## src/rtl/mlpfi_ram.sv

```systemverilog
`default_nettype none
module mlpfi_ram #(
  parameter int WIDTH = 16,
  parameter int DEPTH = 256
) (
  input  wire logic                     clk_i,
  input  wire logic                     we_i,
  input  wire logic [$clog2(DEPTH)-1:0] waddr_i,
  input  wire logic [WIDTH-1:0]         wdata_i,
  input  wire logic [$clog2(DEPTH)-1:0] raddr_i,
  output logic      [WIDTH-1:0]         rdata_o
);

  logic [WIDTH-1:0] mem_q [DEPTH];

  always_ff @(posedge clk_i) begin
    if (we_i) begin
      mem_q[waddr_i] <= wdata_i;
    end
    rdata_o <= mem_q[raddr_i];
  end

endmodule
`default_nettype wire

```

## config.mk

```make
export PLATFORM = sky130hd
export DESIGN_NAME = mlpfi_ram
export DESIGN_NICKNAME = d
export VERILOG_FILES = /design/src/rtl/mlpfi_ram.sv
export SDC_FILE = /design/constraint.sdc
export NUM_CORES = 2
export LEC_CHECK = 0
export BUFFER_PORTS_ARGS = -buffer_cell sky130_fd_sc_hd__buf_2
export CAP_MARGIN = 20
export CORE_MARGIN = 2
export CORE_UTILIZATION = 60
export CTS_CLUSTER_SIZE = 8
export DETAILED_ROUTE_END_ITERATION = 16
export PLACE_DENSITY = 0.74
export SLEW_MARGIN = 15
export SYNTH_ARGS = -nofsm -noshare
export SYNTH_HDL_FRONTEND = slang
export SYNTH_SLANG_ARGS = --single-unit
```

## constraint.sdc

```tcl
create_clock -name clk_i -period 3.5 [get_ports clk_i]
set_input_delay 0.875 -clock clk_i [delete_from_list [all_inputs] [get_ports clk_i]]
set_output_delay 0.875 -clock clk_i [all_outputs]
set_load 0.05 [all_outputs]
```

=== Word-level counts from Yosys, hierarchy flattened ===
Memories as Yosys holds them, arrays and structs flattened. A register that Yosys moved wholly into a read port is not among the register bits.
Cells that the tools add are included.

* Logic and storage cells: 3
* Input port bits: 34
* Bits in writable memories: 4096
* Output and inout port bits: 16
* Register bits: 0
* Memories kept: 1

{| class="wikitable"
|+ Memories
! name !! words !! width !! read ports !! clocked after Yosys merged registers in !! write ports !! RTL line !! RTL
|-
| mem_q || 256 || 16 || 1 || 1 || 1 || 14 || <nowiki>logic [WIDTH-1:0] mem_q [DEPTH];</nowiki>
|}

* Multiplexer cells: 2

{| class="wikitable"
|+ Operators by type and width
! operator !! count
|-
| 2-to-1 mux 1 bit || 2
|}

=== Depth between registers and ports, before layout ===
* Depth after elaboration: 2
* Mapped depth: 12
* Mapped depth without buffers: 6

=== Worst setup path before layout ===
No wires, ideal clock.

* Path kind: in2reg
* From: input port waddr_i[3]
* To: memory mem_q[235][0], enable pin
* Library setup time: 388 ps
* Data arrival time: 2652 ps
* Required time: 3112 ps
* Slack: 460 ps
* Path buffers: 3
* Cell stages on the path: 6
* Cell sequence: clkbuf_1 > nor2b_1 > clkbuf_1 > nand4_1 > clkbuf_1 > nor2_1

{| class="wikitable"
|+ RTL lines
! item !! RTL line !! RTL
|-
| from (decl) || 8 || <nowiki>input wire logic [$clog2(DEPTH)-1:0] waddr_i,</nowiki>
|-
| to (decl) || 14 ||
|}

Straight into the memory's write port.

==> flow_metrics.tcl <==
set metrics [dict create \
    worstPathArrival_ns 4.09 \
    grt-ovfl-total 0 \
    dieArea_sq_mm 0.269 \
    chipWidth_um 518 \
    required_ns 4.29 \
    htree_num_levels 6 \
    synth_edf_count 4096 \
    seqCellArea_sq_mm 0.123 \
    swShare_pct 21.4 \
    path_cells "buf_12 > buf_12 > buf_12 > buf_4 > buf_4 > mux2i_1 > o221ai_1 > o22ai_1 > nor3_1 > nor3_1 > nor4_1" \
    ctsHoldBuffers 0 \
    cts-buffers-inserted 588 \
    setup_violations 0 \
    wl_um 432000 \
    power.density_mw_per_mm2 595 \
    hp-class "in2reg" \
    yosysTopAreaCellShare_pct 77.5 \
    hold_depth 1 \
    rrSetupSlack_ns 0.70 \
    drive_above_1_share_pct 29.8 \
    core_sq_mm 0.263 \
    async_flop_share_pct 0 \
    grt_util_all_layers_pct 32.1 \
    clk_pin_slew_ns 0.05 \
    syn-num-nets 7394 \
    place_congestion 0.935 \
    cp_slowest_cell "nor3_1" \
    crit_buf_inv 5 \
    yosysWarnings 0 \
    cts_tree "built" \
    finalCritPeriodShare_pct 94.3 \
    finalHoldViolCount 0 \
    synth_cells 7360 \
    pwr-share-clk_pct 45.4 \
    fin_setup_tns_ns 0 \
    endpoint "rdata_o[1]$_DFF_P_" \
    num_io_pins 50 \
    p_comb_share_pct 5.2 \
    ys.flop_type "edfxtp_1" \
    grt_pass1_vias 85300 \
    layout_commonest_cell "edfxtp_1" \
    nFillCells 14700 \
    slew_headroom_pct 24.8 \
    r2r-end "rdata_o[15]$_DFF_P_" \
    holdWs_ns 0.340 \
    via_per_inst 6.98 \
    cts.path.max_buffers 4 \
    synth_area_sq_mm 0.159 \
    cp_max_fo 16 \
    yosysTopAreaCell "edfxtp_1" \
    drc 0 \
    dpl.hpwl_um 254000 \
    die-height_um 518 \
    cts-root-buf "clkbuf_16" \
    layout.nets 8505 \
    switchingPower_mw 23.6 \
    pwr-share-seq_pct 49.4 \
    critical_path.max_stage_delay_ns 0.61 \
    clk_latency_ns 0.96 \
    worstSetupPathType "in2reg" \
    skew_ns 0.0764 \
    multiInputGateArea_sq_mm 0.0329 \
    avgSynthCellArea_sq_um 21.6 \
    drv_slew 0 \
    drv_cap 0 \
    start_util_pct 60.4 \
    post_cts.repair.setup_buffers 0 \
    io_buffers 49 \
    vias 84600 \
    antenna_found_initial 30 \
    ys_types 52 \
    crit_path_frequent_cell "buf_12" \
    initialDrtViolationCount 13200 \
    reg2reg_depth 8 \
    final_cell_mix "edfxtp_1 (4,096), mux4_2 (797), buf_4 (791)" \
    synth_area_leaders "edfxtp_1 (77%), mux4_2 (11%), mux2i_1 (3.6%)" \
    dr.pass1.iters 7 \
    reg2reg_from "mem_q[3][15]$_DFFE_PP_" \
    status "complete, no violations" \
    fmax_ghz 0.303 \
    p_leak_nw 60.8 \
    rsz0062_at_grt "no" \
    fin_crit_ns 3.30 \
    grt_max_degree 116 \
    path_depth 11 \
    fp-row-count 188 \
    grt_first_pass_wirelength_um 618000 \
    ys_seq_area_share_pct 77.7 \
    post_cts_resized 0 \
    internal_power_mw 86.9 \
    peakVddDrop_uv 422 \
    wl_per_cell_um 35.6 \
    tightest_slew_ns 1.13 \
    endpoint_kind "flip-flop" \
    path_delay_family "simple AND/OR/NAND/NOR gates" \
    ys_ff_latch 4112 \
    area_growth_pct 16.9 \
    critPathLaunchType "primary input" \
    cp-startpoint "raddr_i[0]" \
    drtAntennaViolNets 0 \
    clock-sinks 4112 \
]
==> per-stage QoR <==
step | power (mW) | area (sq um) | cells | utilization, % | setup slack [ns]
2_1_floorplan | 58.2 | 159000 | 7360 | - | 0.460
3_5_place_dp | 61.0 | 170000 | 11400 | 64.6 | -0.407
5_1_grt | 113 | 186000 | 12100 | 70.6 | 0.188
4_1_cts | 111 | 186000 | 12100 | 70.6 | 0.364
3_3_place_gp | 60.9 | 170000 | 11400 | 64.6 | -0.414
6_report | 110 | 186000 | 12100 | 70.6 | 0.199
==> state kept, by name (all words and copies together) (netlist names) <==
name,count
mem_q,4096
rdata_o,16
==> synthesized netlist by cell type (4+ instances only) <==
master     number
buf_1          27
mux2i_1       565
o221ai_1      252
nand2_1        38
a22o_1         32
dfxtp_1        16
buf_6          77
nor2b_1         9
buf_12          5
nor2_1        304
nand4_1        26
a211oi_1       18
and3_1         11
o32ai_1        20
clkbuf_1      230
nor3_1         92
or2_2           4
nor4_1         17
edfxtp_1     4096
o31ai_1        16
nand3_1        35
a2111oi_0       6
a22oi_1        43
o21ai_0        37
buf_4          26
buf_8          11
mux4_2        797
a31oi_1         6
mux2_2         88
a221oi_1       28
buf_2          76
o22ai_1       148
a21oi_1       175
==> area by class of cell <==
cell class	count	area share (%)
timing repair buffer	973	4.87
antenna	20	0.0270
clock inverter	46	0.392
clock buffer	651	8.16
inverter	4	0.0148
tap	3515	2.37
sequential	4112	66.5
multi-input combinational	2792	17.7
==> power by group through the flow <==
stage / clock network, mW / logic, mW / registers, mW
after floorplan: 0 / 2.68 / 55.5
after global placement: 0 / 5.46 / 55.4
after detailed placement: 0 / 5.58 / 55.4
after CTS: 50.5 / 5.67 / 54.5
after global routing: 52.5 / 5.94 / 54.5
final: 50.2 / 5.76 / 54.5
==> routing by layer <==
metal	global-route usage [%]	share of wire, %	up-vias	wire, um
met5	0	0.034	-	145
met4	13.0	4.6	20	19700
met3	8.57	13	1062	55400
met2	49.7	47	6391	204000
met1	44.1	35	43800	152000
li1	-	-	33300	-
==> how the worst min path moves through the flow <==
stage	from	to	slack, ns
global route	wdata_i[5]	mem_q[213][5]$_DFFE_PP_	0.32
finish	wdata_i[3]	mem_q[244][3]$_DFFE_PP_	0.34
detailed placement	mem_q[200][4]$_DFFE_PP_	rdata_o[4]$_DFF_P_	0.99
global placement	mem_q[200][4]$_DFFE_PP_	rdata_o[4]$_DFF_P_	1.00
floorplan	mem_q[232][1]$_DFFE_PP_	rdata_o[1]$_DFF_P_	0.85
CTS	wdata_i[3]	mem_q[29][3]$_DFFE_PP_	0.28
==> cell families after synthesis <==
group	share of synthesized area [%]
compound gates	3.54
flops	77.7
buf+inv	1.69
mux	15.5
simple gates	1.57
Note: power is estimated with default switching activity, not from simulation.
